**config.mk**
```make
export PLATFORM = sky130hd
export DESIGN_NAME = mm4_cell
export DESIGN_NICKNAME = d
export VERILOG_FILES = /design/src/hw/rtl/matrix4x4_multiply_macros.svh /design/src/hw/rtl/mm4_pkg.sv /design/src/hw/rtl/mm4_cell.sv
export SDC_FILE = /design/constraint.sdc
export NUM_CORES = 2
export LEC_CHECK = 0
export BUFFER_PORTS_ARGS = -buffer_cell sky130_fd_sc_hd__buf_4
export CORE_UTILIZATION = 30
export CTS_BUF_LIST = sky130_fd_sc_hd__clkbuf_16
export DETAILED_ROUTE_END_ITERATION = 6
export RECOVER_POWER = 100
export SLEW_MARGIN = 20
export SYNTH_ARGS = -nofsm -noshare
export SYNTH_HDL_FRONTEND = slang
export SYNTH_SLANG_ARGS = --single-unit
```
**constraint.sdc**
```tcl
create_clock -name clk -period 24.2 [get_ports clk]
set_input_delay 4.84 -clock clk [delete_from_list [all_inputs] [get_ports clk]]
set_output_delay 4.84 -clock clk [all_outputs]
set_load 0.1 [all_outputs]
```
**src/hw/rtl/matrix4x4_multiply_macros.svh**
```systemverilog
// ----------------------------------------------------------------------------
// Assertion macros for the 4x4 matrix product engine.
// Both macros sample on the rising edge of clk and stay quiet during reset.
// ----------------------------------------------------------------------------
`ifndef MATRIX4X4_MULTIPLY_MACROS_SVH
`define MATRIX4X4_MULTIPLY_MACROS_SVH

// The consequent must hold in the same cycle as the antecedent.
`define MM4_ASSERT_SAME(label, ante, cons, msg) \
	label: assert property (@(posedge clk) disable iff (!arst_n) (ante) |-> (cons)) \
		else $error(msg);

// The consequent must hold in the cycle after the antecedent.
`define MM4_ASSERT_NEXT(label, ante, cons, msg) \
	label: assert property (@(posedge clk) disable iff (!arst_n) (ante) |=> (cons)) \
		else $error(msg);

`endif

```
**src/hw/rtl/mm4_pkg.sv**
```systemverilog
// ----------------------------------------------------------------------------
// mm4_pkg
// Shared constants and types of the 4x4 fixed-point matrix product engine.
// ----------------------------------------------------------------------------
package mm4_pkg;

	localparam int DIM        = 4;
	localparam int FRAC_BITS  = 16;
	localparam int IDX_W      = $clog2(DIM);
	localparam int ELEM_W     = 32;
	localparam int PROD_W     = 2 * ELEM_W;
	localparam int SUM_W      = PROD_W + $clog2(DIM);
	localparam int FIELDS_W   = 2 * IDX_W + ELEM_W;
	localparam int DATA_W     = ((FIELDS_W + 7) / 8) * 8;
	localparam int IN_USER_W  = 2;
	localparam int OUT_USER_W = 1;

	// Bit positions inside the slave-side tuser.
	localparam int USER_SEL   = 0;
	localparam int USER_START = 1;

	typedef struct packed {
		logic              a_en;
		logic              b_en;
		logic [IDX_W-1:0]  addr;
		logic [ELEM_W-1:0] data;
	} mm4_wr_t;

	typedef struct packed {
		logic              valid;
		logic              last;
		logic [IDX_W-1:0]  row;
		logic [IDX_W-1:0]  col;
		logic [SUM_W-1:0]  sum;
	} mm4_tok_t;

endpackage

```
**src/hw/rtl/mm4_cell.sv**
```systemverilog
// ----------------------------------------------------------------------------
// mm4_cell
// One cell of the product chain. It holds column k of A and row k of B,
// multiplies the pair selected by the passing request and adds the product
// to the running sum before handing it to the next cell.
// ----------------------------------------------------------------------------
module mm4_cell (
	input  logic            clk,
	input  logic            arst_n,
	input  logic            adv,
	input  mm4_pkg::mm4_wr_t  wr,
	input  mm4_pkg::mm4_tok_t tok_in,
	output mm4_pkg::mm4_tok_t tok_out
);
	import mm4_pkg::*;

	logic [ELEM_W-1:0] a_q [DIM];
	logic [ELEM_W-1:0] b_q [DIM];
	mm4_tok_t          tok_s1;
	logic [PROD_W-1:0] prod_s1;
	logic [SUM_W-1:0]  prod_ext;

	always_ff @(posedge clk) begin
		if (wr.a_en) begin
			a_q[wr.addr] <= wr.data;
		end
		if (wr.b_en) begin
			b_q[wr.addr] <= wr.data;
		end
	end

	always_ff @(posedge clk) begin
		if (adv) begin
			prod_s1 <= PROD_W'($signed(a_q[tok_in.row]) * $signed(b_q[tok_in.col]));
		end
	end

	assign prod_ext = {{(SUM_W - PROD_W){prod_s1[PROD_W-1]}}, prod_s1};

	always_ff @(posedge clk or negedge arst_n) begin
		if (!arst_n) begin
			tok_s1  <= '0;
			tok_out <= '0;
		end else if (adv) begin
			tok_s1        <= tok_in;
			tok_out.valid <= tok_s1.valid;
			tok_out.last  <= tok_s1.last;
			tok_out.row   <= tok_s1.row;
			tok_out.col   <= tok_s1.col;
			tok_out.sum   <= tok_s1.sum + prod_ext;
		end
	end

endmodule

```
==> out/summary.txt <==
DIE AREA = 0.1890 sq mm
Top-area cell type share of the netlist area = 0.3859
Final setup TNS = 0 ns
Num CTS Buffers = 54
Post-synthesis sequential area ratio = 0.2352
Initial antenna violation count = 24
Initial DRC Count = 3397
Synth cell types = 82
Via density = 4.917
Yosys top cell by area = fa_1
First-pass GRT wire length = 264200 um
Placeable Area = 0.1856 sq mm
Reg clk slew, reported paths = 0.06 ns
IO Count = 183
Hold crit path type = flop to flop
Nets = 6928
Initial Util = 0.3026
Critical Path Source Type = input port
Pre-Repair DR Iteration Count = 7
Gr ovfl total = 0
Failing checks = DRC, capacitance limit, slew limit
DRC = 2
Cts repair resizes = 0
F_max = 0.05714 GHz
CP Capture Type = flop
# Post-CTS Setup Buffers = 0
Max Used Layer = met5
Port bufs = 182
Asr flop ratio synth = 0.3103
# rows = 158
Area after DPL = 0.06054 sq mm
Root Buffer = clkbuf_16
Hold buffer count at cts = 0
Worst-Skew Late Latency = 0.65 ns
Slew @ Worst Pin = 4.970 ns
DP HPWL = 133500 um
Largest net degree at the start of global routing = 85
CTS max path bufs = 3
Die H = 434.7 um
Primary FF master, synth = edfxtp_1
Final setup fails = 0
Final hold violation count = 0
Slew headroom = -2.313
CP Max Fanout = 67
Period utilization = 0.7231
Fin area = 0.06182 sq mm
Area Growth Syn to Fin = 10.04%
Metal-1 WL = 73640 um
Count of pins over their slew limit = 767
WP data arrival = 17.89 ns
Synthesized cell area = 0.05618 sq mm
Syn nets = 6858
Antenna-violating nets left = 0
Met3 Wirelength = 20300 um
Yosys warnings = 0
Met2 WL = 73940 um
Filler instances = 18810
Layout cells sized above 1 = 0.08810
Clock Skews = 0.02464 ns
Via Count = 39390
RSZ-0062 raised after global routing = false
Mean Syn Cell Area = 10.37 sq um
Final worst path period need = 17.50 ns
Wirelength, routed = 174400 um
Required @ worst endpoint = 24.59 ns
Vias in the first global route = 41680
DR WL/cell = 21.77 um
GR Util All Layers = 0.1843
Max cap viols = 17
CTS tree = yes
Synthesized flop and latch total = 464
H-tree Lvls = 2
Dominant cells by area after synthesis = fa_1 39%, edfxtp_1 17%, inv_1 7.0%
Status = complete, but fails checks
Crit path kind = input port to flop
Die X = 434.7 um
EDFF count, synth = 320
CTS Sinks = 464
Hold Slack = 0.4892 ns
GP Congestion = 0.9312
Cells after Synth = 5415
-- registers in the layout, summed over array words and instances, names as in the netlist --
register / count
a_q: 128
b_q: 128
prod_s1: 64
tok_out: 72
tok_s1: 72
-- synthesized netlist by cell type, drive strengths merged (7+ instances only) --
master     n
nor2b      8
inv     1048
a21o      70
nand3     29
o21a      62
nand4     28
ha       249
clkbuf   235
nand2    634
mux4       9
and2      36
mux2     183
o21ai    129
or3        7
o211ai    11
a31oi     18
a221oi     8
xor2      50
edfxtp   320
nor3      20
nor2     571
fa      1083
mux2i     59
dfrtp    144
and3      17
a21oi    127
a211oi    13
buf       28
nand2b    21
o31ai     10
o21bai    22
xnor2     78
-- critical path, cell delays in order --
cell      delay, ns
clkbuf_1       1.08
clkbuf_1       2.31
nand2_1        0.20
o21ai_0        0.20
clkbuf_1       1.65
nand2_1        0.20
fa_1           0.64
fa_1           0.53
inv_1          0.05
fa_1           0.49
fa_1           0.44
fa_1           0.52
fa_1           0.44
fa_1           0.49
inv_1          0.05
fa_1           0.47
inv_1          0.05
ha_1           0.34
and4_1         0.24
and3_1         0.21
o21ai_0        0.11
a21boi_0       0.15
nor3_1         0.64
a22oi_1        0.30
a31o_2         0.36
a221oi_1       0.49
o21ai_0        0.21
xnor2_1        0.15
-- cell usage in the layout (no fill, tap or decap), types with 10 or more instances in the layout --
| master | n |
|---|---|
| nor3_1 | 19 |
| a211oi_1 | 10 |
| nand2_1 | 634 |
| nand2b_1 | 21 |
| a31oi_1 | 18 |
| clkbuf_16 | 58 |
| edfxtp_1 | 320 |
| o21ai_2 | 24 |
| buf_4 | 153 |
| o21ai_1 | 28 |
| a21oi_1 | 125 |
| o21bai_1 | 22 |
| o21ai_0 | 72 |
| and2_1 | 35 |
| fa_1 | 1083 |
| and3_1 | 17 |
| nor2_1 | 568 |
| mux2i_1 | 59 |
| mux2_2 | 182 |
| o21a_1 | 60 |
| nand4_1 | 28 |
| ha_1 | 249 |
| o211ai_1 | 11 |
| nand3_1 | 29 |
| dfrtp_1 | 144 |
| xor2_1 | 50 |
| xnor2_1 | 78 |
| clkbuf_1 | 124 |
| a21o_1 | 70 |
| inv_1 | 1054 |
-- routing by layer --
metal  vias to the layer above  GRT usage
met5                         -          0
li1                      16930          -
met4                        32    0.05785
met3                       398    0.05840
met2                      1991     0.2756
met1                     20040     0.2526
-- worst paths after layout --
| path | start | to | slack [ns] | cells past startpoint |
|---|---|---|---|---|
| min in group asynchronous | arst_n | tok_s1[15]$_DFFE_PN0P_ | 5.96 | 1 |
| max in group asynchronous | arst_n | tok_out[64]$_DFFE_PN0P_ | 13.14 | 2 |
| max reg2reg | a_q[2][0]$_DFFE_PP_ | prod_s1[61]$_DFFE_PP_ | 13.92 | 26 |
| max | tok_in[68] | prod_s1[61]$_DFFE_PP_ | 6.70 | 28 |
| min | tok_out[4]$_DFFE_PN0P_ | tok_out[4]$_DFFE_PN0P_ | 0.49 | 2 |
| min reg2reg | tok_out[4]$_DFFE_PN0P_ | tok_out[4]$_DFFE_PN0P_ | 0.49 | 2 |
-- stage by stage --
step | setup WS (ns) | cells | utilization
final | 6.700 | 8011 | 0.3330
after CTS | 9.586 | 8008 | 0.3359
after floorplan | 10.42 | 5415 | -
after global routing | 6.110 | 8008 | 0.3330
after detailed placement | 8.919 | 7909 | 0.3261
after global placement | 8.973 | 7909 | 0.3261
-- cell type report --
type / instances / area [sq um] / area share
sequential: 464 / 13210 / 0.2137
clock inverter: 41 / 360.3 / 0.005829
inverter: 1048 / 3934 / 0.06363
tap: 2480 / 3103 / 0.05019
clock buffer: 58 / 1451 / 0.02348
antenna: 3 / 7.507 / 0.0001214
timing repair buffer: 277 / 1614 / 0.02611
multi-input combinational: 3640 / 38140 / 0.6169
-- logic make-up after synthesis --
kind of cell,Yosys count,synth area share
compound gates,526,0.06189
buf+inv,1311,0.08804
fa+ha+maj,1332,0.4414
xor+xnor,128,0.01996
flops,464,0.2352
simple gates,1403,0.1028
mux,251,0.05080
Power is not shown: default switching activity piles up to over one toggle a cycle in this logic, so the estimate is an artifact.
