`config.mk`:
```
export PLATFORM = sky130hd
export DESIGN_NAME = mm4_out
export DESIGN_NICKNAME = d
export VERILOG_FILES = /design/src/hw/rtl/matrix4x4_multiply_macros.svh /design/src/hw/rtl/mm4_pkg.sv /design/src/hw/rtl/mm4_out.sv
export SDC_FILE = /design/constraint.sdc
export NUM_CORES = 1
export LEC_CHECK = 0
export BUFFER_PORTS_ARGS = -buffer_cell sky130_fd_sc_hd__buf_2
export CAP_MARGIN = 0
export CORE_MARGIN = 4
export CORE_UTILIZATION = 35
export CTS_BUF_LIST = sky130_fd_sc_hd__clkbuf_8 sky130_fd_sc_hd__clkbuf_16
export DETAILED_ROUTE_END_ITERATION = 12
export PLACE_DENSITY = 0.69
export SETUP_SLACK_MARGIN = 0.5
export SLEW_MARGIN = 10
export SYNTH_ARGS = -nofsm -noshare
export SYNTH_HDL_FRONTEND = slang
export SYNTH_SLANG_ARGS = --single-unit
```
`constraint.sdc`:
```
create_clock -name clk -period 2.2 [get_ports clk]
set_clock_uncertainty 0.1 [all_clocks]
set_input_delay 0.33 -clock clk [delete_from_list [all_inputs] [get_ports clk]]
set_output_delay 0.33 -clock clk [all_outputs]
set_load 0.05 [all_outputs]
```
`src/hw/rtl/matrix4x4_multiply_macros.svh`:
```
// ----------------------------------------------------------------------------
// Assertion macros for the 4x4 matrix product engine.
// Both macros sample on the rising edge of clk and stay quiet during reset.
// ----------------------------------------------------------------------------
`ifndef MATRIX4X4_MULTIPLY_MACROS_SVH
`define MATRIX4X4_MULTIPLY_MACROS_SVH

// The consequent must hold in the same cycle as the antecedent.
`define MM4_ASSERT_SAME(label, ante, cons, msg) \
	label: assert property (@(posedge clk) disable iff (!arst_n) (ante) |-> (cons)) \
		else $error(msg);

// The consequent must hold in the cycle after the antecedent.
`define MM4_ASSERT_NEXT(label, ante, cons, msg) \
	label: assert property (@(posedge clk) disable iff (!arst_n) (ante) |=> (cons)) \
		else $error(msg);

`endif

```
`src/hw/rtl/mm4_pkg.sv`:
```
// ----------------------------------------------------------------------------
// mm4_pkg
// Shared constants and types of the 4x4 fixed-point matrix product engine.
// ----------------------------------------------------------------------------
package mm4_pkg;

	localparam int DIM        = 4;
	localparam int FRAC_BITS  = 16;
	localparam int IDX_W      = $clog2(DIM);
	localparam int ELEM_W     = 32;
	localparam int PROD_W     = 2 * ELEM_W;
	localparam int SUM_W      = PROD_W + $clog2(DIM);
	localparam int FIELDS_W   = 2 * IDX_W + ELEM_W;
	localparam int DATA_W     = ((FIELDS_W + 7) / 8) * 8;
	localparam int IN_USER_W  = 2;
	localparam int OUT_USER_W = 1;

	// Bit positions inside the slave-side tuser.
	localparam int USER_SEL   = 0;
	localparam int USER_START = 1;

	typedef struct packed {
		logic              a_en;
		logic              b_en;
		logic [IDX_W-1:0]  addr;
		logic [ELEM_W-1:0] data;
	} mm4_wr_t;

	typedef struct packed {
		logic              valid;
		logic              last;
		logic [IDX_W-1:0]  row;
		logic [IDX_W-1:0]  col;
		logic [SUM_W-1:0]  sum;
	} mm4_tok_t;

endpackage

```
`src/hw/rtl/mm4_out.sv`:
```
// ----------------------------------------------------------------------------
// mm4_out
// Scales the finished sum down by the fraction width with a floor shift,
// saturates it to 32 bits and holds the result in the output register.
// ----------------------------------------------------------------------------
module mm4_out (
	input  logic                        clk,
	input  logic                        arst_n,
	input  mm4_pkg::mm4_tok_t           tok_in,
	output logic                        adv,
	output logic                        m_axis_tvalid,
	input  logic                        m_axis_tready,
	output logic [mm4_pkg::DATA_W-1:0]     m_axis_tdata,  // row, column, value, zero fill
	output logic [mm4_pkg::OUT_USER_W-1:0] m_axis_tuser,  // saturated flag
	output logic                        m_axis_tlast
);
	import mm4_pkg::*;

	logic [SUM_W-1:0]  shifted;
	logic              fits;
	logic [ELEM_W-1:0] value;
	logic              valid_q;
	logic              last_q;
	logic              sat_q;
	logic [IDX_W-1:0]  row_q;
	logic [IDX_W-1:0]  col_q;
	logic [ELEM_W-1:0] value_q;

	assign shifted = SUM_W'($signed(tok_in.sum) >>> FRAC_BITS);
	assign fits    = (&shifted[SUM_W-1:ELEM_W-1]) | ~(|shifted[SUM_W-1:ELEM_W-1]);

	always_comb begin
		if (fits) begin
			value = shifted[ELEM_W-1:0];
		end else if (shifted[SUM_W-1]) begin
			value = {1'b1, {(ELEM_W - 1){1'b0}}};
		end else begin
			value = {1'b0, {(ELEM_W - 1){1'b1}}};
		end
	end

	assign adv = !valid_q || m_axis_tready;

	always_ff @(posedge clk or negedge arst_n) begin
		if (!arst_n) begin
			valid_q <= 1'b0;
		end else if (adv) begin
			valid_q <= tok_in.valid;
		end
	end

	always_ff @(posedge clk) begin
		if (adv && tok_in.valid) begin
			last_q  <= tok_in.last;
			sat_q   <= !fits;
			row_q   <= tok_in.row;
			col_q   <= tok_in.col;
			value_q <= value;
		end
	end

	assign m_axis_tvalid = valid_q;
	assign m_axis_tdata  = {{(DATA_W - FIELDS_W){1'b0}}, value_q, col_q, row_q};
	assign m_axis_tuser  = sat_q;
	assign m_axis_tlast  = last_q;

endmodule

```
==> metrics.md, run 1 <==
| Metric | Value |
|---|---|
| Most used cell, CP | `nor4_4` |
| Register bit total from synthesis | `39` |
| Sink Count | `39` |
| Sw frac | `27.5%` |
| Gate power share | `18.3%` |
| Max Slew Vio Count | `0` |
| Most frequent cells in the layout | `98 x buf_2, 38 x edfxtp_1, 29 x a21o_2, 5 x nand4_1, 5 x clkbuf_8` |
| Residual DRC | `0` |
| Area contributors post-synth | `edfxtp_1 68%, a21o_2 15%, buf_6 4.0%` |
| Area of the multi-input gates | `490 um2` |
| Hold Path Class | `primary input to flip-flop` |
| Share of the synthesized area in the top cell type | `between 60% and 70%` |
| Chip width | `about 77 um` |
| Fin crit period | `1.66 ns` |
| Routed Antenna Nets | `0` |
| Root Driver | `clkbuf_8` |
| Crit-path max cell delay | `approximately 0.26 ns` |
| Die height | `a little under 80 um` |
| Synthesized area per cell | `~17 um2` |
| Fmax achieved | `around 600 MHz` |
| Cell taking the most area after synthesis | `edfxtp_1` |
| Pwr/cell area | `roughly 740 nW/um2` |
| Number of H-tree levels | `2` |
| Vias in the first global route | `between 1k and 1.5k` |
| Final Util | `53.7%` |
| Placer Congestion | `slightly above 0.7` |
| Worst hold path depth | `1` |
| Reg power frac | `between 40% and 50%` |
| Req. time, crit path | `about 2.1 ns` |
| Grt total ovfl | `0` |
| Die Area | `between 5000 and 6000 um2` |
| First-pass GRT wire length | `slightly below 6000 um` |
| Reg2reg path depth | `2` |
| Crit Path Category | `primary input to flip-flop` |
| Clock Tree Buf Depth | `2` |
| NetSw | `around 0.00049 W` |
| FF/Latch Area | `between 1000 and 1500 um2` |
| Worst setup EP type | `flip-flop` |
| Fraction of layout cells with a size suffix above 1 | `between 70% and 80%` |
| Distinct cells, synth | `18` |
| CP Cell Sequence | `buf_2 > nor4_4 > nand4_1 > nor4_4 > a311oi_4 > buf_12 > a21o_2` |
| Setup TNS | `0 ns` |
| DP Wirelength | `2660 um` |
| Largest net degree at the start of global routing | `39` |
| Internal | `around 0.0013 W` |
| Final Cycle Share | `75.6%` |
| Vias per cell | `4.79` |
| Critical path arrival | `about 1.6 ns` |
| CTS buffer count | `5` |
| Fin nets | `about 280` |
| Diode count | `0` |
| RSZ-0062 raised after global routing | `yes` |
| Worst Path Max Fanout | `31` |
| # IOs | `between 100 and 150` |
| Filler cells | `approximately 400` |
| Mapped Cells | `approximately 100` |
| Area Overhead vs Synth | `44.1%` |
| CORE AREA | `roughly 4500 um2` |
| CTS tree | `built` |
| Post-Route WL | `roughly 3800 um` |
| Initial antenna violation count | `0` |
| Final hold vios | `0` |
| Clock slew at reported path FFs | `~0.080 ns` |
| Clock power frac | `roughly a third` |
| Drt pass-1 iters | `4` |
| Routed length per instance | `between 10 and 15 um` |
| Initial core utilization | `a little under two fifths` |
| GR Util All Layers | `about an eighth` |
| Port-buffer cells | `98` |
| Cell leakage power | `~1.1 nW` |
| Setup violators final | `0` |
| Post-synthesis sequential area ratio | `a little over two thirds` |
| Worst Setup Start Kind | `primary input` |
| Area of the mapped netlist | `1670 um2` |
| Synth warn | `0` |
| Clk_lat worst skew | `0.28 ns` |
| Slowest cell on crit path | `nor4_4` |
| Commonest non-fill, non-tap cell in the layout | `buf_2` |
| Max_cap viols | `0` |
| DR iter-0 viols | `45` |
| Via Count | `about 1.2k` |
| Outcome | `completed` |
| Peak supply drop | `~0.31 mV` |
| Std cell rows | `24` |
sequential cells by signal, indices dropped and copies added (netlist names):
name           count
m_axis_tuser       1
m_axis_tvalid      1
m_axis_tlast       1
col_q              2
row_q              2
value_q           32
worst max-delay path: cells and delay by family:
family,cells,cell delay (ns)
AO/OA/AOI/OAI,2,0.28
buffers and inverters,2,0.30
AND/OR/NAND/NOR,3,0.68
metal layers:
metal	track usage [%]	vias to the layer above	part of all wire [%]
met5	0	-	0
met4	4.80	0	1.5
met3	6.32	5	11
met2	21.2	67	48
met1	13.7	565	39
li1	-	584	-
cell usage after synthesis, drive strengths merged:
cell type and n:
edfxtp 38, a21o 31, buf 10, nand4 5, nor4 5, nand2b 2, nor2 2, a311oi 1
a31o 1, and2 1, and3 1, clkbuf 1, conb 1, dfrtp 1, inv 1
power groups by stage:
stage / clock [W] / sequential, W / combinational, W
3_3_place_gp: 0 / 0.000888 / 0.000323
2_1_floorplan: 0 / 0.00103 / 0.0000869
5_1_grt: 0.000653 / 0.000876 / 0.000347
6_report: 0.000591 / 0.000871 / 0.000328
3_5_place_dp: 0 / 0.000889 / 0.000327
4_1_cts: 0.000615 / 0.000872 / 0.000331
timing repair:
action | in CTS | in global routing
cloned | 0 | 1
hold buffers | 1 | 0
resized for setup | 2 | 1
setup buffers | 0 | 0
hold endpoints to repair | 1 | 0
endpoints found under the setup margin | 32 | 32
final timing paths:
check,startpoint,endpoint,slack (ns)
setup / recovery,tok_in[55],value_q[27]$_DFFE_PP_,0.54
hold / removal,tok_in[69],row_q[1]$_DFFE_PP_,0.12
setup reg to reg,m_axis_tvalid$_DFFE_PN0N_,value_q[27]$_DFFE_PP_,0.76
hold reg to reg,m_axis_tvalid$_DFFE_PN0N_,m_axis_tvalid$_DFFE_PN0N_,0.44
max in group asynchronous,arst_n,m_axis_tvalid$_DFFE_PN0N_,1.67
min in group asynchronous,arst_n,m_axis_tvalid$_DFFE_PN0N_,0.24
stage by stage:
step / hold WS (ns) / instance area (um2) / total power, W / worst slack [ns] / cells
after floorplan: -0.0656 / 1730 / 0.00111 / 0.484 / 104
after global placement: 0.00505 / 2230 / 0.00121 / 0.111 / 245
after detailed placement: 0.00628 / 2230 / 0.00122 / 0.115 / 245
after CTS: 0.108 / 2370 / 0.00182 / 0.507 / 254
after global routing: 0.0889 / 2400 / 0.00188 / 0.420 / 255
final: 0.115 / 2400 / 0.00179 / 0.537 / 255
area by class of cell:
| class | count | area share (%) |
|---|---|---|
| timing repair buffer | 102 | 23.5 |
| inverter | 1 | 0.156 |
| tap | 52 | 2.71 |
| clock buffer | 5 | 2.86 |
| sequential | 39 | 48.5 |
| multi-input combinational | 53 | 20.4 |
| clock inverter | 3 | 1.82 |
logic make-up after synthesis:
family          Yosys count  share of synthesized area [%]
other cells               1                          0.225
buf+inv                  12                           6.30
compound gates           33                           17.5
simple gates             16                           6.07
flops                    39                           69.9
Note: power is estimated with default switching activity, not from simulation.
==> inputs of run 2 (changes only) <==
--- a/config.mk
+++ b/config.mk
@@ -5,13 +5,14 @@
 export SDC_FILE = /design/constraint.sdc
 export NUM_CORES = 1
 export LEC_CHECK = 0
+export ABC_AREA = 1
 export BUFFER_PORTS_ARGS = -buffer_cell sky130_fd_sc_hd__buf_2
 export CAP_MARGIN = 0
 export CORE_MARGIN = 4
 export CORE_UTILIZATION = 35
 export CTS_BUF_LIST = sky130_fd_sc_hd__clkbuf_8 sky130_fd_sc_hd__clkbuf_16
 export DETAILED_ROUTE_END_ITERATION = 12
-export PLACE_DENSITY = 0.69
+export PLACE_DENSITY = 0.72
 export SETUP_SLACK_MARGIN = 0.5
 export SLEW_MARGIN = 10
 export SYNTH_ARGS = -nofsm -noshare
==> constraint.sdc (replaced) <==
create_clock -name clk -period 1.3 [get_ports clk]
set_clock_uncertainty 0.1 [all_clocks]
set_input_delay 0.195 -clock clk [delete_from_list [all_inputs] [get_ports clk]]
set_output_delay 0.195 -clock clk [all_outputs]
set_load 0.05 [all_outputs]
==> metrics.md, run 2 <==
| Metric | Value |
|---|---|
| Synth async-reset ratio | `2.56% (unchanged)` |
| Fin Hold WS | `-0.0100 ns (-0.125 ns)` |
| Peak supply drop | `0.448 mV (+43%)` |
| Post-synthesis sequential area ratio | `69.1% (-0.78 points)` |
| CP Depth | `3 (-4)` |
| GR Util All Layers | `16.1% (+3.5 points)` |
| Final Cycle Share | `98.6%` |
| Fraction of layout cells with a size suffix above 1 | `69.5% (-3.4 points)` |
| Initial antenna violation count | `0 (unchanged)` |
| Worst hold path depth | `1 (unchanged)` |
| Top delay family on crit path | `flip-flops` |
| Diode count | `0 (unchanged)` |
| Synthesized area per cell | `11.1 um2 (-33%)` |
| Most frequent cells in the layout | `52 x buf_2, 51 x buf_6, 38 x edfxtp_1, 35 x nand2_2, 24 x nand2_1` |
| Area contributors post-synth | `edfxtp_1 68%, nand2_1 16%, buf_6 4.0%` |
| Clk_lat worst skew | `0.28 ns (about the same)` |
| Post-Route WL | `4790 um (+27%)` |
| Area after DPL | `2300 um2 (+2.9%)` |
| Final Util | `72.3% (+19 points)` |
| Hold Path Class | `primary input to flip-flop` |
| CORE AREA | `4690 um2 (+4.9%)` |
| Fmax achieved | `780 MHz` |
| Via Count | `1510 (+24%)` |
| Cell leakage power | `1.53 nW (+41%)` |
| Number of H-tree levels | `2 (unchanged)` |
| Residual DRC | `0 (unchanged)` |
| Reg2reg end | `value_q[0]$_DFFE_PP_` |
| Req. time, crit path | `1.21 ns (-0.93 ns)` |
| Max_cap viols | `0 (unchanged)` |
| Fin crit period | `roughly 1.3 ns` |
| Root Driver | `clkbuf_8` |
| Design Power | `0.00325 W (+82%)` |
| Final hold vios | `5 (+5)` |
| Max Slew Vio Count | `0 (unchanged)` |
| Clock Tree Buf Depth | `2 (unchanged)` |
| Commonest non-fill, non-tap cell in the layout | `buf_2` |
| Most common cell in the netlist | `nand2_1` |
| Main synth FF type | `edfxtp_1` |
| Largest net degree at the start of global routing | `15 (-62%)` |
| Routed Antenna Nets | `0 (unchanged)` |
| Area of the mapped netlist | `1690 um2 (+1.1%)` |
| Max FFs per register | `32 (unchanged)` |
| Worst Setup Start Kind | `flip-flop` |
| Register bit total from synthesis | `39 (unchanged)` |
| Grt total ovfl | `0 (unchanged)` |
| Critical path arrival | `1.19 ns (-0.41 ns)` |
| Synth cell count leaders | `74 x nand2_1, 38 x edfxtp_1, 12 x nor2_1` |
| CTS buffer count | `5 (unchanged)` |
| CTS tree | `built` |
| Area Overhead vs Synth | `101%` |
| Crit-path max cell delay | `0.45 ns (+0.19 ns)` |
| Sink Count | `39 (unchanged)` |
| Crit Path Category | `flip-flop to flip-flop` |
| Die height | `77.4 um (+0.51%)` |
| Setup TNS | `0 ns (unchanged)` |
| EDFF count, synth | `38 (unchanged)` |
| R2R Setup Slk | `0.02 ns (-0.74 ns)` |
| Cell taking the most area after synthesis | `edfxtp_1` |
| # IOs | `119 (unchanged)` |
| Distinct cells, synth | `16 (-2)` |
| Hold Path Sink | `row_q[0]$_DFFE_PP_` |
| Drt pass-1 iters | `4 (unchanged)` |
| Largest reg by FF count | `value_q` |
| Std cell rows | `25 (+4.2%)` |
| Synth warn | `0 (unchanged)` |
| Routed length per instance | `14.2 um (-3.4%)` |
| Worst setup EP type | `flip-flop` |
| Chip width | `77.4 um (+0.51%)` |
| Design Area, Final | `3390 um2 (+41%)` |
| Mapped Cells | `152 (+50%)` |
| Violated checks | `hold timing` |
| Vias per cell | `4.49 (-6.1%)` |
| Slowest cell on crit path | `dfrtp_2` |
| Top flop regs | `value_q x32, col_q x2, row_q x2` |
| Reg2reg path depth | `3 (+1)` |
| DR iter-0 viols | `29 (-36%)` |
| Hold Startpoint | `tok_in[68]` |
| DP Wirelength | `2770 um (+4.2%)` |
| Worst Path Max Fanout | `7 (-77%)` |
| Clock slew at reported path FFs | `0.07 ns (about the same)` |
| Worst R2R Start | `m_axis_tvalid$_DFFE_PN0N_` |
| Initial core utilization | `36.0% (-1.3 points)` |
| Placer Congestion | `0.681 (-6.4%)` |
| CP Cell Sequence | `a21oi_4 > buf_6 > clkbuf_16` |
| Outcome | `complete, but fails checks` |
| Share of the synthesized area in the top cell type | `67.6% (-0.76 points)` |
| Pwr/cell area | `958 nW/um2 (+29%)` |
| Die Area | `6000 um2 (+1.0%)` |
| Fin nets | `356 (+29%)` |
| # hold bufs at CTS | `1 (unchanged)` |
| First-pass GRT wire length | `7450 um (+28%)` |
| Setup violators final | `0 (unchanged)` |
| Port-buffer cells | `98 (unchanged)` |
| Vias in the first global route | `1557 (+32%)` |
| RSZ-0062 raised after global routing | `yes` |
| Worst Path Buf+Inv | `2 (unchanged)` |
run 2: how the worst max path moves through the flow:
stage	end	slack, ns	startpoint
after floorplan	col_q[0]$_DFFE_PP_	-0.44	m_axis_tvalid$_DFFE_PN0N_
after global placement	value_q[25]$_DFFE_PP_	-0.15	tok_in[51]
after detailed placement	value_q[25]$_DFFE_PP_	-0.18	tok_in[51]
after CTS	adv	0.02	m_axis_tvalid$_DFFE_PN0N_
after global routing	value_q[6]$_DFFE_PP_	-0.03	tok_in[54]
final	value_q[0]$_DFFE_PP_	0.02	m_axis_tvalid$_DFFE_PN0N_
run 2: kinds of logic after synthesis:
| kind of cell | count (synthesis) | share of synthesized area (%) |
|---|---|---|
| buf+inv | 15 | 6.89 |
| compound gates | 1 | 0.296 |
| other cells | 1 | 0.222 |
| simple gates | 96 | 23.5 |
| flops | 39 | 69.1 |
run 2: repair_timing:
item,CTS,global route
gates cloned,8,2
setup buffers,12,1
hold endpoints to repair,6,5
pin swaps,21,29
resized for setup,124,46
endpoints found under the setup margin,111,111
run 2: power breakdown:
| group | switching, W | total, W | leakage (nW) | internal, W |
|---|---|---|---|---|
| Clock | 0.000410 | 0.000972 | 0.0556 | 0.000562 |
| Sequential | 0.0000322 | 0.00149 | 0.370 | 0.00146 |
| Combinational | 0.000441 | 0.000786 | 1.10 | 0.000345 |
| Total | 0.000883 | 0.00325 | 1.53 | 0.00237 |
run 2: metrics by stage:
step,cells,worst slack [ns]
2_1_floorplan,155,-0.442
3_3_place_gp,304,-0.152
3_5_place_dp,304,-0.181
4_1_cts,333,0.0155
5_1_grt,336,-0.0258
6_report,336,0.0188
run 2: per-layer routing:
layer | track usage (%) | vias up | share of wire (%)
li1 | - | 745 | -
met5 | 0 | - | 0
met3 | 5.34 | 4 | 9.6
met1 | 15.9 | 686 | 34
met2 | 31.2 | 75 | 55
met4 | 5.52 | 0 | 1.4
run 2: cell type report:
| cell class | instances | area (um2) |
|---|---|---|
| repair buffers | 130 | 1390 |
| fillers | 304 | 1300 |
| flip-flops and latches | 39 | 1170 |
| clock buffers | 5 | 68.8 |
| multi-input cells | 101 | 649 |
| well taps | 54 | 67.6 |
| inverters | 4 | 15.0 |
| clock inverters | 3 | 38.8 |
==> inputs of run 3 (changes only) <==
--- a/config.mk
+++ b/config.mk
@@ -5,14 +5,13 @@
 export SDC_FILE = /design/constraint.sdc
 export NUM_CORES = 1
 export LEC_CHECK = 0
-export ABC_AREA = 1
 export BUFFER_PORTS_ARGS = -buffer_cell sky130_fd_sc_hd__buf_2
 export CAP_MARGIN = 0
 export CORE_MARGIN = 4
 export CORE_UTILIZATION = 35
 export CTS_BUF_LIST = sky130_fd_sc_hd__clkbuf_8 sky130_fd_sc_hd__clkbuf_16
 export DETAILED_ROUTE_END_ITERATION = 12
-export PLACE_DENSITY = 0.72
+export PLACE_DENSITY = 0.76
 export SETUP_SLACK_MARGIN = 0.5
 export SLEW_MARGIN = 10
 export SYNTH_ARGS = -nofsm -noshare
==> metrics.md, run 3 (synthesized netlist as in run 1, its figures left out) <==
| Metric | Value |
|---|---|
| Outcome | `complete, but fails checks` |
| Violated checks | `hold timing, setup timing` |
| Sink Count | `39 (unchanged)` |
| Fin nets | `303 (-15%)` |
| Final Cycle Share | `114% (+16 points)` |
| Port-buffer cells | `98 (unchanged)` |
| Initial core utilization | `37.3% (+1.3 points)` |
| FF/Latch Area | `1170 um2 (unchanged)` |
| Most frequent cells in the layout | `54 x buf_2, 49 x buf_6, 38 x edfxtp_1, 25 x a21o_2, 8 x buf_12` |
| Final hold vios | `5 (unchanged)` |
| Via Count | `1398 (-7.4%)` |
| CP Cell Sequence | `buf_2 > nor4_4 > nand4_1 > nor4_2 > buf_4 > a311oi_4 > buf_12 > a21o_2` |
| Worst setup EP type | `flip-flop` |
| Top flop regs | `value_q x32, col_q x2, row_q x2` |
| Area of the multi-input gates | `523 um2 (-19%)` |
| GR Util All Layers | `18.3% (+2.2 points)` |
| Top delay family on crit path | `simple AND/OR/NAND/NOR gates` |
| Placed insts | `254 (-16%)` |
| Req. time, crit path | `1.27 ns (+0.06 ns)` |
| Diode count | `0 (unchanged)` |
| Initial antenna violation count | `0 (unchanged)` |
| Worst Path Max Fanout | `17 (+10)` |
| CORE AREA | `4470 um2 (-4.6%)` |
| Number of H-tree levels | `2 (unchanged)` |
| Critical path arrival | `1.45 ns (+0.26 ns)` |
| Fin crit period | `1.49 ns (+0.207 ns)` |
| Chip width | `77.1 um (-0.50%)` |
| DP Wirelength | `3090 um (+12%)` |
| Cell leakage power | `1.42 nW (-6.9%)` |
| Filler cells | `281 (-7.6%)` |
| # IOs | `119 (unchanged)` |
| Die Area | `5940 um2 (-1.0%)` |
| Commonest non-fill, non-tap cell in the layout | `buf_2` |
| Peak supply drop | `0.616 mV (+37%)` |
| Clk_lat worst skew | `0.31 ns (+0.03 ns)` |
| Design Area, Final | `3200 um2 (-5.7%)` |
| Grt total ovfl | `0 (unchanged)` |
| Largest reg by FF count | `value_q` |
| Non-filler cells in the finished layout | `281 (-16%)` |
| Max FFs per register | `32 (unchanged)` |
| Largest net degree at the start of global routing | `18 (+3)` |
| Area after DPL | `2350 um2 (+2.3%)` |
| CTS buffer count | `5 (unchanged)` |
| Fmax achieved | `672 MHz (-14%)` |
| Placer Congestion | `0.723 (+6.2%)` |
| Worst Setup Start Kind | `primary input` |
| Crit-path max cell delay | `0.25 ns (-0.20 ns)` |
| Clock Tree Buf Depth | `2 (unchanged)` |
| Max Slew Vio Count | `0 (unchanged)` |
| PnR worst setup slack | `-0.188 ns (-0.207 ns)` |
| Fin Hold WS | `-0.0408 ns (-0.0308 ns)` |
| Die height | `77.1 um (-0.50%)` |
| Vias in the first global route | `1450 (-6.9%)` |
| Residual DRC | `0 (unchanged)` |
| Worst Path Buf+Inv | `3 (+1)` |
| Routed length per instance | `21.3 um (+50%)` |
| CTS tree | `built` |
| Setup violators final | `72 (+72)` |
| Routed Antenna Nets | `0 (unchanged)` |
| Std cell rows | `24 (-4.0%)` |
| Pwr/cell area | `1120 nW/um2 (+17%)` |
| First-pass GRT wire length | `8000 um (+7.4%)` |
| Drt pass-1 iters | `4 (unchanged)` |
| Fraction of layout cells with a size suffix above 1 | `76.9% (+7.4 points)` |
| Max_cap viols | `0 (unchanged)` |
| Vias per cell | `4.98 (+11%)` |
| Root Driver | `clkbuf_8` |
| # hold bufs at CTS | `1 (unchanged)` |
| Post-Route WL | `5990 um (+25%)` |
| Slowest cell on crit path | `nor4_4` |
| Clock slew at reported path FFs | `0.09 ns (+0.02 ns)` |
| Crit Path Category | `primary input to flip-flop` |
| RSZ-0062 raised after global routing | `yes` |
| Hold Path Class | `primary input to flip-flop` |
| Area Overhead vs Synth | `91.8%` |
| DR iter-0 viols | `59 (+100%)` |
run 3: cell count changes in the layout (fill, tap and decap cells not counted), sizes merged, moves of 2 or more:
| cell | before | now |
|---|---|---|
| nand4 | 2 | 5 |
| inv | 4 | 0 |
| nor2 | 14 | 2 |
| nand2b | 0 | 2 |
| nand3 | 3 | 0 |
| a21o | 0 | 31 |
| bufbuf | 0 | 2 |
| buf | 127 | 123 |
| nand2 | 75 | 0 |
| nor4 | 0 | 5 |
| or2 | 2 | 0 |
run 3: power breakdown:
group	total [W]	internal (W)	switching (W)
combinational	0.000848	0.000395	0.000454
clock	0.00124	0.000766	0.000477
sequential	0.00150	0.00146	0.0000382
total	0.00359	0.00262	0.000969
run 3: cell type report:
type,count,share of cell area (%)
Clock buffer,5,2.15
Clock inverter,3,2.11
Inverter,1,0.274
Multi-Input combinational cell,53,16.3
Sequential cell,39,36.5
Tap cell,52,2.03
Timing Repair Buffer,128,40.6
run 3: path summary, 6_finish.rpt:
check / startpoint / endpoint / slack (ns) / cells past startpoint
setup / recovery: tok_in[57] / value_q[20]$_DFFE_PP_ / -0.19 / 8
hold / removal: tok_in[68] / row_q[0]$_DFFE_PP_ / -0.04 / 1
setup reg to reg: m_axis_tvalid$_DFFE_PN0N_ / value_q[7]$_DFFE_PP_ / -0.15 / 5
hold reg to reg: m_axis_tvalid$_DFFE_PN0N_ / m_axis_tvalid$_DFFE_PN0N_ / 0.70 / 4
max in group asynchronous: arst_n / m_axis_tvalid$_DFFE_PN0N_ / 0.89 / 2
min in group asynchronous: arst_n / m_axis_tvalid$_DFFE_PN0N_ / 0.11 / 2
run 3: metal layers:
layer,part of all wire (%),track usage (%)
met5,0,0
met4,1.9,8.36
met3,7.9,4.33
met2,56,35.2
met1,35,18.4
run 3: timing repair:
action / CTS / global route
gates resized for setup: 97 / 13
cloned: 6 / 2
pin swaps: 1 / 0
setup endpoints to repair: 110 / 111
endpoints found under the hold margin: 6 / 5
buffers inserted: 7 / 3
run 3: per-stage QoR:
stage	util (%)	hold WS (ns)	setup TNS (ns)	worst slack (ns)	total power, W
after floorplan	-	-0.201	-19.59	-0.286	0.00188
final	71.5	-0.0408	-8.15	-0.188	0.00359
after global placement	52.5	-0.130	-16.02	-0.510	0.00208
after global routing	71.5	-0.0403	-10.31	-0.229	0.00369
after detailed placement	52.5	-0.123	-17.09	-0.548	0.00210
after CTS	68.5	-0.0327	-6.53	-0.183	0.00352
